`config.mk`:
```
export PLATFORM = sky130hd
export DESIGN_NAME = prefix_expression_evaluator_unit
export DESIGN_NICKNAME = d
export VERILOG_FILES = /design/src/hw/rtl/pee_pkg.sv /design/src/hw/rtl/prefix_expression_evaluator_unit.sv /design/src/hw/rtl/pee_alu.sv
export SDC_FILE = /design/constraint.sdc
export NUM_CORES = 2
export LEC_CHECK = 0
export BUFFER_PORTS_ARGS = -buffer_cell sky130_fd_sc_hd__buf_4
export CAP_MARGIN = 10
export CORE_UTILIZATION = 56
export CTS_CLUSTER_DIAMETER = 40
export CTS_CLUSTER_SIZE = 12
export DETAILED_ROUTE_END_ITERATION = 12
export PLACE_DENSITY = 0.78
export SLEW_MARGIN = 0
export SYNTH_ARGS = -nofsm -noshare
export SYNTH_HDL_FRONTEND = slang
export SYNTH_SLANG_ARGS = --single-unit
```
`constraint.sdc`:
```
create_clock -name aclk -period 18.7 [get_ports aclk]
set_clock_uncertainty 0.05 [all_clocks]
set_input_delay 2.805 -clock aclk [delete_from_list [all_inputs] [get_ports aclk]]
set_output_delay 2.805 -clock aclk [all_outputs]
set_load 0.02 [all_outputs]
```
`src/hw/rtl/pee_pkg.sv`:
```
`default_nettype none

package pee_pkg;

    localparam int STACK_DEPTH_DEF = 32;
    localparam int VALUE_WIDTH_DEF = 32;
    localparam int OUT_VALUE_WIDTH = 32;
    localparam int SYMBOL_WIDTH    = 8;
    localparam int FLAG_COUNT      = 4;

    localparam logic [SYMBOL_WIDTH-1:0] CH_ZERO  = 8'h30;
    localparam logic [SYMBOL_WIDTH-1:0] CH_NINE  = 8'h39;
    localparam logic [SYMBOL_WIDTH-1:0] CH_PLUS  = 8'h2B;
    localparam logic [SYMBOL_WIDTH-1:0] CH_MINUS = 8'h2D;
    localparam logic [SYMBOL_WIDTH-1:0] CH_STAR  = 8'h2A;
    localparam logic [SYMBOL_WIDTH-1:0] CH_SLASH = 8'h2F;

    typedef enum logic [1:0] {
        OP_ADD,
        OP_SUB,
        OP_MUL,
        OP_DIV
    } alu_op_t;

    typedef struct packed {
        logic    start;
        alu_op_t op;
    } alu_req_t;

    typedef struct packed {
        logic done;
        logic div_zero;
    } alu_rsp_t;

    typedef enum logic [2:0] {
        AL_IDLE,
        AL_MUL,
        AL_DIV,
        AL_SIGN,
        AL_DONE
    } alu_state_t;

    typedef enum logic [2:0] {
        ST_IDLE,
        ST_POP_A,
        ST_POP_B,
        ST_LOAD,
        ST_EXEC,
        ST_FINAL,
        ST_EMIT
    } eval_state_t;

    function automatic logic is_digit(input logic [SYMBOL_WIDTH-1:0] sym);
        return (sym >= CH_ZERO) && (sym <= CH_NINE);
    endfunction

    function automatic logic is_operator(input logic [SYMBOL_WIDTH-1:0] sym);
        return (sym == CH_PLUS) || (sym == CH_MINUS) || (sym == CH_STAR) ||
               (sym == CH_SLASH);
    endfunction

    function automatic alu_op_t decode_op(input logic [SYMBOL_WIDTH-1:0] sym);
        alu_op_t op;
        case (sym)
            CH_PLUS:  op = OP_ADD;
            CH_MINUS: op = OP_SUB;
            CH_STAR:  op = OP_MUL;
            CH_SLASH: op = OP_DIV;
            default:  op = OP_ADD;
        endcase
        return op;
    endfunction

endpackage

`default_nettype wire

```
`src/hw/rtl/prefix_expression_evaluator_unit.sv`:
```
`default_nettype none

// Prefix expression evaluator. Characters of one expression arrive on the s_ stream
// right to left, one per beat, with s_tlast on the leftmost one. Digits push their
// value on an operand stack, + - * / pop two values and push first op second; all
// other characters are ignored. After the beat with s_tlast the result is popped and
// one beat leaves on the m_ stream: the value on m_tdata and four flags on m_tuser,
// three of them sticky. Stack and flags are then cleared for the next expression.
// Steps: a digit or an ignored character is handled as it is taken. An operator pops
// its two operands one after the other through the stack memory's read port, runs in
// the shared bit-serial multiply/divide unit (add and subtract also pass through it,
// and a zero divisor skips the division steps), then pushes the result. A last beat
// adds a final pop and the output step.
// s_tready is low while an item is in work. The output register holds a result
// until it is taken, so input keeps flowing while the receiver stalls; a further
// result waits in its final step until the register is free.
// Reset (aresetn low, synchronous) empties the stack, clears the flags and the
// output valid. The stack memory itself is not cleared and needs no clearing pass.

module prefix_expression_evaluator_unit #(
    parameter int STACK_DEPTH = pee_pkg::STACK_DEPTH_DEF,
    parameter int VALUE_WIDTH = pee_pkg::VALUE_WIDTH_DEF
) (
    input  wire logic                                  aclk,
    input  wire logic                                  aresetn,
    input  wire logic                                  s_tvalid,
    output logic                                       s_tready,
    input  wire logic [pee_pkg::SYMBOL_WIDTH-1:0]      s_tdata,  // [7:0] symbol
    input  wire logic                                  s_tlast,
    output logic                                       m_tvalid,
    input  wire logic                                  m_tready,
    output logic [pee_pkg::OUT_VALUE_WIDTH-1:0]        m_tdata,  // [31:0] value
    // [0] div_by_zero, [1] underflow, [2] overflow, [3] extra_operands
    output logic [pee_pkg::FLAG_COUNT-1:0]             m_tuser
);
    import pee_pkg::*;

    localparam int CNT_W  = $clog2(STACK_DEPTH + 1);
    localparam int ADDR_W = $clog2(STACK_DEPTH);

    eval_state_t                state_reg, state_next;
    logic [CNT_W-1:0]           count_reg, count_next;
    logic                       flag_div_reg, flag_div_next;
    logic                       flag_under_reg, flag_under_next;
    logic                       flag_over_reg, flag_over_next;
    alu_op_t                    op_reg, op_next;
    logic                       last_reg, last_next;
    logic [VALUE_WIDTH-1:0]     opa_reg, opa_next;
    logic                       pop_empty_reg, pop_empty_next;
    logic                       m_tvalid_reg, m_tvalid_next;
    logic [OUT_VALUE_WIDTH-1:0] out_value_reg, out_value_next;
    logic [FLAG_COUNT-1:0]      out_flags_reg, out_flags_next;

    logic [VALUE_WIDTH-1:0]     stack_mem [STACK_DEPTH];
    logic [VALUE_WIDTH-1:0]     rd_data_reg;
    logic                       wr_en;
    logic [ADDR_W-1:0]          wr_addr;
    logic [VALUE_WIDTH-1:0]     wr_data;
    logic                       rd_en;
    logic [ADDR_W-1:0]          rd_addr;

    alu_req_t                   alu_req;
    alu_rsp_t                   alu_rsp;
    logic [VALUE_WIDTH-1:0]     alu_result;
    logic [VALUE_WIDTH-1:0]     opb;

    logic                       in_fire;
    logic                       emit_fire;
    logic                       stack_empty;
    logic                       stack_full;
    logic [CNT_W-1:0]           count_dec;
    logic [SYMBOL_WIDTH-1:0]    sym_offset;
    logic [VALUE_WIDTH-1:0]     popped;

    assign s_tready    = (state_reg == ST_IDLE);
    assign in_fire     = s_tvalid && s_tready;
    assign emit_fire   = (state_reg == ST_EMIT) && (!m_tvalid_reg || m_tready);
    assign stack_empty = (count_reg == '0);
    assign stack_full  = (count_reg == CNT_W'(STACK_DEPTH));
    assign count_dec   = count_reg - CNT_W'(1);
    assign sym_offset  = s_tdata - CH_ZERO;
    // Data of the previous pop, zero when that pop found the stack empty.
    assign popped      = pop_empty_reg ? '0 : rd_data_reg;
    assign opb         = popped;

    always_ff @(posedge aclk) begin
        if (wr_en) begin
            stack_mem[wr_addr] <= wr_data;
        end
        if (rd_en) begin
            rd_data_reg <= stack_mem[rd_addr];
        end
    end

    pee_alu #(
        .VALUE_WIDTH(VALUE_WIDTH)
    ) u_alu (
        .aclk    (aclk),
        .aresetn (aresetn),
        .req     (alu_req),
        .a       (opa_reg),
        .b       (opb),
        .rsp     (alu_rsp),
        .result  (alu_result)
    );

    always_comb begin
        state_next = state_reg;
        case (state_reg)
            ST_IDLE: begin
                if (in_fire) begin
                    if (is_operator(s_tdata)) begin
                        state_next = ST_POP_A;
                    end else if (s_tlast) begin
                        state_next = ST_FINAL;
                    end
                end
            end
            ST_POP_A: state_next = ST_POP_B;
            ST_POP_B: state_next = ST_LOAD;
            ST_LOAD:  state_next = ST_EXEC;
            ST_EXEC: begin
                if (alu_rsp.done) begin
                    state_next = last_reg ? ST_FINAL : ST_IDLE;
                end
            end
            ST_FINAL: state_next = ST_EMIT;
            ST_EMIT:  if (emit_fire) state_next = ST_IDLE;
            default:  state_next = ST_IDLE;
        endcase
    end

    always_comb begin
        count_next      = count_reg;
        flag_div_next   = flag_div_reg;
        flag_under_next = flag_under_reg;
        flag_over_next  = flag_over_reg;
        op_next         = op_reg;
        last_next       = last_reg;
        opa_next        = opa_reg;
        pop_empty_next  = pop_empty_reg;
        m_tvalid_next   = m_tvalid_reg && !m_tready;
        out_value_next  = out_value_reg;
        out_flags_next  = out_flags_reg;
        wr_en           = 1'b0;
        wr_addr         = count_reg[ADDR_W-1:0];
        wr_data         = alu_result;
        rd_en           = 1'b0;
        rd_addr         = count_dec[ADDR_W-1:0];
        alu_req.start   = 1'b0;
        alu_req.op      = op_reg;
        case (state_reg)
            ST_IDLE: begin
                if (in_fire) begin
                    op_next   = decode_op(s_tdata);
                    last_next = s_tlast;
                    if (is_digit(s_tdata)) begin
                        wr_data = VALUE_WIDTH'(sym_offset[3:0]);
                        if (stack_full) begin
                            flag_over_next = 1'b1;
                        end else begin
                            wr_en      = 1'b1;
                            count_next = count_reg + CNT_W'(1);
                        end
                    end
                end
            end
            ST_POP_A, ST_POP_B, ST_FINAL: begin
                if (state_reg == ST_POP_B) begin
                    opa_next = popped;
                end
                pop_empty_next = stack_empty;
                if (stack_empty) begin
                    flag_under_next = 1'b1;
                end else begin
                    rd_en      = 1'b1;
                    count_next = count_dec;
                end
            end
            ST_LOAD: alu_req.start = 1'b1;
            ST_EXEC: begin
                if (alu_rsp.done) begin
                    flag_div_next = flag_div_reg || alu_rsp.div_zero;
                    if (stack_full) begin
                        flag_over_next = 1'b1;
                    end else begin
                        wr_en      = 1'b1;
                        count_next = count_reg + CNT_W'(1);
                    end
                end
            end
            ST_EMIT: begin
                if (emit_fire) begin
                    m_tvalid_next   = 1'b1;
                    out_value_next  = OUT_VALUE_WIDTH'($signed(popped));
                    out_flags_next  = {!stack_empty, flag_over_reg, flag_under_reg,
                                       flag_div_reg};
                    count_next      = '0;
                    flag_div_next   = 1'b0;
                    flag_under_next = 1'b0;
                    flag_over_next  = 1'b0;
                end
            end
            default: count_next = count_reg;
        endcase
    end

    always_ff @(posedge aclk) begin
        if (!aresetn) begin
            state_reg      <= ST_IDLE;
            count_reg      <= '0;
            flag_div_reg   <= 1'b0;
            flag_under_reg <= 1'b0;
            flag_over_reg  <= 1'b0;
            m_tvalid_reg   <= 1'b0;
        end else begin
            state_reg      <= state_next;
            count_reg      <= count_next;
            flag_div_reg   <= flag_div_next;
            flag_under_reg <= flag_under_next;
            flag_over_reg  <= flag_over_next;
            m_tvalid_reg   <= m_tvalid_next;
        end
        op_reg        <= op_next;
        last_reg      <= last_next;
        opa_reg       <= opa_next;
        pop_empty_reg <= pop_empty_next;
        out_value_reg <= out_value_next;
        out_flags_reg <= out_flags_next;
    end

    assign m_tvalid = m_tvalid_reg;
    assign m_tdata  = out_value_reg;
    assign m_tuser  = out_flags_reg;

    // The stack count never passes the stack depth.
    a_count_bound: assert property (@(posedge aclk) disable iff (!aresetn)
        count_reg <= CNT_W'(STACK_DEPTH))
        else $error("stack count beyond stack depth");

    // A new output beat only comes from the final step of an expression.
    a_out_source: assert property (@(posedge aclk) disable iff (!aresetn)
        $rose(m_tvalid_reg) |-> $past(state_reg == ST_EMIT))
        else $error("output beat raised outside the final step");

    // Emitting a result leaves an empty stack and clear flags.
    a_clear_after_emit: assert property (@(posedge aclk) disable iff (!aresetn)
        emit_fire |=> (count_reg == '0) && !flag_div_reg && !flag_under_reg &&
                      !flag_over_reg)
        else $error("stack or flags not cleared after a result");

    // The arithmetic unit is started only from the load step and finishes while waited on.
    a_alu_done_in_exec: assert property (@(posedge aclk) disable iff (!aresetn)
        alu_rsp.done |-> (state_reg == ST_EXEC))
        else $error("arithmetic unit finished outside the execute step");

endmodule

`default_nettype wire

```
`src/hw/rtl/pee_alu.sv`:
```
`default_nettype none

module pee_alu #(
    parameter int VALUE_WIDTH = pee_pkg::VALUE_WIDTH_DEF
) (
    input  wire logic                   aclk,
    input  wire logic                   aresetn,
    input  wire pee_pkg::alu_req_t      req,
    input  wire logic [VALUE_WIDTH-1:0] a,
    input  wire logic [VALUE_WIDTH-1:0] b,
    output pee_pkg::alu_rsp_t           rsp,
    output logic [VALUE_WIDTH-1:0]      result
);
    import pee_pkg::*;

    localparam int CNT_W = $clog2(VALUE_WIDTH + 1);

    alu_state_t             state_reg, state_next;
    logic [VALUE_WIDTH-1:0] acc_reg, acc_next;
    logic [VALUE_WIDTH-1:0] opnd_reg, opnd_next;
    logic [VALUE_WIDTH-1:0] aux_reg, aux_next;
    logic [VALUE_WIDTH-1:0] rem_reg, rem_next;
    logic [CNT_W-1:0]       cnt_reg, cnt_next;
    logic                   neg_reg, neg_next;
    logic                   dz_reg, dz_next;

    logic [VALUE_WIDTH:0]   rem_shift;
    logic [VALUE_WIDTH:0]   rem_diff;
    logic                   last_iter;

    assign last_iter = (cnt_reg == CNT_W'(1));
    assign rem_shift = {rem_reg, opnd_reg[VALUE_WIDTH-1]};
    assign rem_diff  = rem_shift - {1'b0, aux_reg};

    always_comb begin
        state_next = state_reg;
        case (state_reg)
            AL_IDLE: begin
                if (req.start) begin
                    case (req.op)
                        OP_MUL:  state_next = AL_MUL;
                        OP_DIV:  state_next = (b == '0) ? AL_DONE : AL_DIV;
                        default: state_next = AL_DONE;
                    endcase
                end
            end
            AL_MUL:  if (last_iter) state_next = AL_DONE;
            AL_DIV:  if (last_iter) state_next = AL_SIGN;
            AL_SIGN: state_next = AL_DONE;
            AL_DONE: state_next = AL_IDLE;
            default: state_next = AL_IDLE;
        endcase
    end

    always_comb begin
        acc_next  = acc_reg;
        opnd_next = opnd_reg;
        aux_next  = aux_reg;
        rem_next  = rem_reg;
        cnt_next  = cnt_reg;
        neg_next  = neg_reg;
        dz_next   = dz_reg;
        case (state_reg)
            AL_IDLE: begin
                if (req.start) begin
                    cnt_next = CNT_W'(VALUE_WIDTH);
                    dz_next  = 1'b0;
                    case (req.op)
                        OP_ADD: acc_next = a + b;
                        OP_SUB: acc_next = a - b;
                        OP_MUL: begin
                            acc_next  = '0;
                            opnd_next = a;
                            aux_next  = b;
                        end
                        OP_DIV: begin
                            // Unsigned magnitudes; the most negative value maps to itself,
                            // which is its correct magnitude as an unsigned number.
                            neg_next  = a[VALUE_WIDTH-1] ^ b[VALUE_WIDTH-1];
                            opnd_next = a[VALUE_WIDTH-1] ? (~a + VALUE_WIDTH'(1)) : a;
                            aux_next  = b[VALUE_WIDTH-1] ? (~b + VALUE_WIDTH'(1)) : b;
                            rem_next  = '0;
                            acc_next  = '0;
                            dz_next   = (b == '0);
                        end
                        default: acc_next = acc_reg;
                    endcase
                end
            end
            AL_MUL: begin
                if (aux_reg[0]) begin
                    acc_next = acc_reg + opnd_reg;
                end
                opnd_next = opnd_reg << 1;
                aux_next  = aux_reg >> 1;
                cnt_next  = cnt_reg - CNT_W'(1);
            end
            AL_DIV: begin
                if (!rem_diff[VALUE_WIDTH]) begin
                    rem_next  = rem_diff[VALUE_WIDTH-1:0];
                    opnd_next = {opnd_reg[VALUE_WIDTH-2:0], 1'b1};
                end else begin
                    rem_next  = rem_shift[VALUE_WIDTH-1:0];
                    opnd_next = {opnd_reg[VALUE_WIDTH-2:0], 1'b0};
                end
                cnt_next = cnt_reg - CNT_W'(1);
            end
            AL_SIGN: acc_next = neg_reg ? (~opnd_reg + VALUE_WIDTH'(1)) : opnd_reg;
            default: acc_next = acc_reg;
        endcase
    end

    always_ff @(posedge aclk) begin
        if (!aresetn) begin
            state_reg <= AL_IDLE;
        end else begin
            state_reg <= state_next;
        end
        acc_reg  <= acc_next;
        opnd_reg <= opnd_next;
        aux_reg  <= aux_next;
        rem_reg  <= rem_next;
        cnt_reg  <= cnt_next;
        neg_reg  <= neg_next;
        dz_reg   <= dz_next;
    end

    assign rsp.done     = (state_reg == AL_DONE);
    assign rsp.div_zero = dz_reg;
    assign result       = acc_reg;

endmodule

`default_nettype wire

```
==> flow_metrics.py <==
metrics = {
    "yosys": {
        "synth_top_area_share_pct": 66.8,
        "mappedNetlistArea_um2": 56900,
        "yosys.area.top_type": "edfxtp_1",
        "ys_warn_count": 0,
        "synth-seq-cells": 1280,
        "synth_area_leaders": "edfxtp_1, mux4_2, ha_1",
        "synth_common_cells": "edfxtp_1, mux4_2, nand2_1",
        "post-synth-top-count-cell": "edfxtp_1",
        "synthCells": 3460,
        "synth_flop_cell": "edfxtp_1",
        "synth.distinct_cells": 79,
        "ys_seq_area_share_pct": 67.3,
        "synth_fp_nets": 3581,
        "synth_area_per_cell_um2": 16.4,
        "synth_edf_count": 1264,
        "async_flop_share_pct": 0,
    },
    "global_route": {
        "grt_usage_pct": 30.9,
        "grt-ovfl-total": 0,
        "grt_max_degree": 132,
        "grt_pass1_vias": 33300,
        "grt_pass1_wl_um": 227000,
        "antenna_found_initial": 13,
    },
    "clock_tree": {
        "cts_tree": "yes",
        "cts.sinks": 1280,
        "post_cts_resized": 0,
        "cts_root_buf": "clkbuf_16",
        "clock_latency_ns": 0.82,
        "cts_hold_buf": 0,
        "clkTransAtPathRegs_ns": 0.06,
        "htreeDepth": 4,
        "cts_buffer_depth": 3,
        "cts_setup_buffers": 0,
        "numCtsBuffers": 152,
    },
    "route": {
        "viasPerCell": 6.75,
        "ant_nets": 0,
        "drt_iter0_drc": 4905,
        "num_vias": 34000,
        "wl_per_cell_um": 31.6,
        "routed_wl_um": 159000,
        "drc": 0,
        "dr.pass1.iters": 5,
    },
    "timing": {
        "worst_hold_slack_ns": 0.412,
        "fin_crit_ns": 5.90,
        "rsz0062_at_grt": "false",
        "worst_pin_slew_ns": 1.36,
        "slew_headroom_pct": 9.37,
        "clock.fmax_mhz": 169,
        "hold_viol_final": 0,
        "finalSetupViolations": 0,
        "timing.final.crit_share_pct": 31.6,
        "setup_tns_ns": 0,
        "slew_viol_final": 0,
    },
    "worst_setup_path": {
        "cp_max_fo": 34,
        "crit_cells": 9,
        "path_class": "in -> reg",
        "cp.required_ns": 19.05,
        "r2r_setup_slack_ns": 13.02,
        "critPathLaunchType": "primary input",
        "path_buf_inv": 2,
        "critPathSlowestCell": "nor2_4",
        "end_kind": "flop",
        "cpPeakStageDelay_ns": 1.12,
        "path_delay_family": "simple AND/OR/NAND/NOR gates",
        "cpMostUsedCell": "buf_4",
        "crit_chain": "buf_4 > nor3b_1 > nand3_1 > nand2b_1 > buf_4 > and2_1 > a31oi_1 > nand2_1 > nor2_4",
        "rr_worst_depth": 7,
        "worstPathArrival_ns": 6.25,
    },
    "hold_path": {
        "min_path_cells": 0,
        "hold_path_class": "reg -> reg",
    },
    "finish": {
        "areaGrowthSynthToFinish_pct": 13.0,
        "seq_area_um2": 38300,
        "layout-drive-gt1-share_pct": 20.8,
        "multi_input_area_um2": 18000,
        "num-fill-cells": 6708,
        "nNetsFinal": 3701,
        "largest_reg_flops": 1024,
        "regMostFlops": "stack_mem",
    },
    "power_and_ir_drop": {
        "pwr-share-seq_pct": 34.2,
        "finalPower_mw": 10.5,
        "worst_ir_drop_vdd_uv": 183,
        "combPwrFrac_pct": 38.3,
        "clkPwrFrac_pct": 27.5,
        "powerDensity_nw_per_um2": 163,
        "switching_power_mw": 3.70,
        "power_leakage_nw": 20.9,
        "swShare_pct": 35.3,
        "power.internal_mw": 6.78,
    },
    "die": {
        "die_w_um": 321,
        "io_pins": 51,
        "initial_utilization_pct": 56.7,
        "rows": 116,
        "die_h_um": 321,
        "dieArea_um2": 103000,
        "core_um2": 100000,
    },
    "outcome": {
        "status": "finished clean",
    },
    "placement": {
        "place.gp.congestion": 0.953,
        "hpwl_um": 92700,
        "io_buffers": 50,
    },
    "job": {
        "max_cap_violations": 0,
    },
}
==> layer usage <==
layer / global-route usage [%] / vias up / part of all wire, %
met5: 0 / - / 0.047
met3: 7.12 / 401 / 11
li1: - / 13900 / -
met4: 13.9 / 12 / 4.2
met2: 48.9 / 2447 / 48
met1: 41.0 / 17200 / 36
==> placed cells by master (no fill, tap or decap), types with 15 or more instances in the layout <==
master	synthesis	routed
nand2_1	220	219
nor2b_1	28	28
xor2_1	74	73
nor3_1	43	43
and3_1	17	17
clkinv_1	0	16
mux2_2	36	36
o22ai_1	15	15
clkbuf_16	0	153
inv_1	87	87
mux4_2	320	320
nand2b_1	31	31
o21bai_1	15	15
or3_1	20	20
buf_4	0	120
ha_1	105	104
o21a_1	17	17
clkbuf_1	141	16
xnor2_1	121	119
mux2i_1	23	23
o21ai_1	37	37
edfxtp_1	1264	1264
nand3_1	31	31
and2_1	46	46
a21o_1	34	34
dfxtp_1	16	15
nor2_1	186	152
o21ai_0	143	143
a21oi_1	158	157
o31ai_1	24	24
nor2_4	0	33
a31oi_1	19	19
==> final cells by class <==
class,instances,share of cell area [%]
inverter,87,0.508
clock buffer,168,6.01
clock inverter,76,1.47
timing repair buffer,130,1.80
antenna,8,0.0312
sequential,1280,59.6
multi-input combinational,1929,28.0
tap,1357,2.64
==> worst reg2reg max path: cells and delay by family, from the launching register on <==
family | cells | cell delay [ns]
buffers and inverters | 3 | 2.00
multiplexers | 3 | 1.39
adder cells (fa/ha/maj) | 1 | 1.04
flip-flops | 1 | 0.98
==> cell families (layout without fill, tap and decap cells) <==
| kind of cell | Yosys count | count (layout) | synth area share, % |
|---|---|---|---|
| compound gates | 564 | 564 | 6.11 |
| simple gates | 683 | 683 | 5.70 |
| other cells | 0 | 8 | 0 |
| xor+xnor | 195 | 195 | 3.00 |
| flops | 1280 | 1280 | 67.3 |
| fa+ha+maj | 108 | 108 | 2.42 |
| buf+inv | 251 | 461 | 1.66 |
| mux | 379 | 379 | 13.8 |
==> path summary, 6_finish.rpt <==
check,startpoint,to
min,flag_over_reg,m_tuser[2]
max,s_tdata[7],stack_mem[9][4]
min reg2reg,flag_over_reg,m_tuser[2]
max reg2reg,count_reg[0],rd_data_reg[5]
==> power groups by stage <==
stage | logic [mW] | clock network, mW | registers [mW]
finish | 4.01 | 2.88 | 3.58
global route | 4.19 | 3.01 | 3.59
CTS | 3.90 | 2.89 | 3.58
detailed placement | 3.81 | 0 | 3.63
global placement | 3.76 | 0 | 3.63
floorplan | 2.68 | 0 | 3.54
==> stage by stage <==
| step | std cells | utilization, % | cell area (um^2) | setup WS (ns) |
|---|---|---|---|---|
| finish | 5035 | 64.1 | 64300 | 12.80 |
| global route | 5027 | 64.0 | 64200 | 12.64 |
| CTS | 5018 | 63.8 | 64000 | 12.90 |
| detailed placement | 4774 | 59.0 | 59200 | 12.17 |
| global placement | 4774 | 59.0 | 59200 | 12.19 |
| floorplan | 3460 | - | 56900 | 11.79 |
No activity file was read; power rests on OpenSTA's default activity.
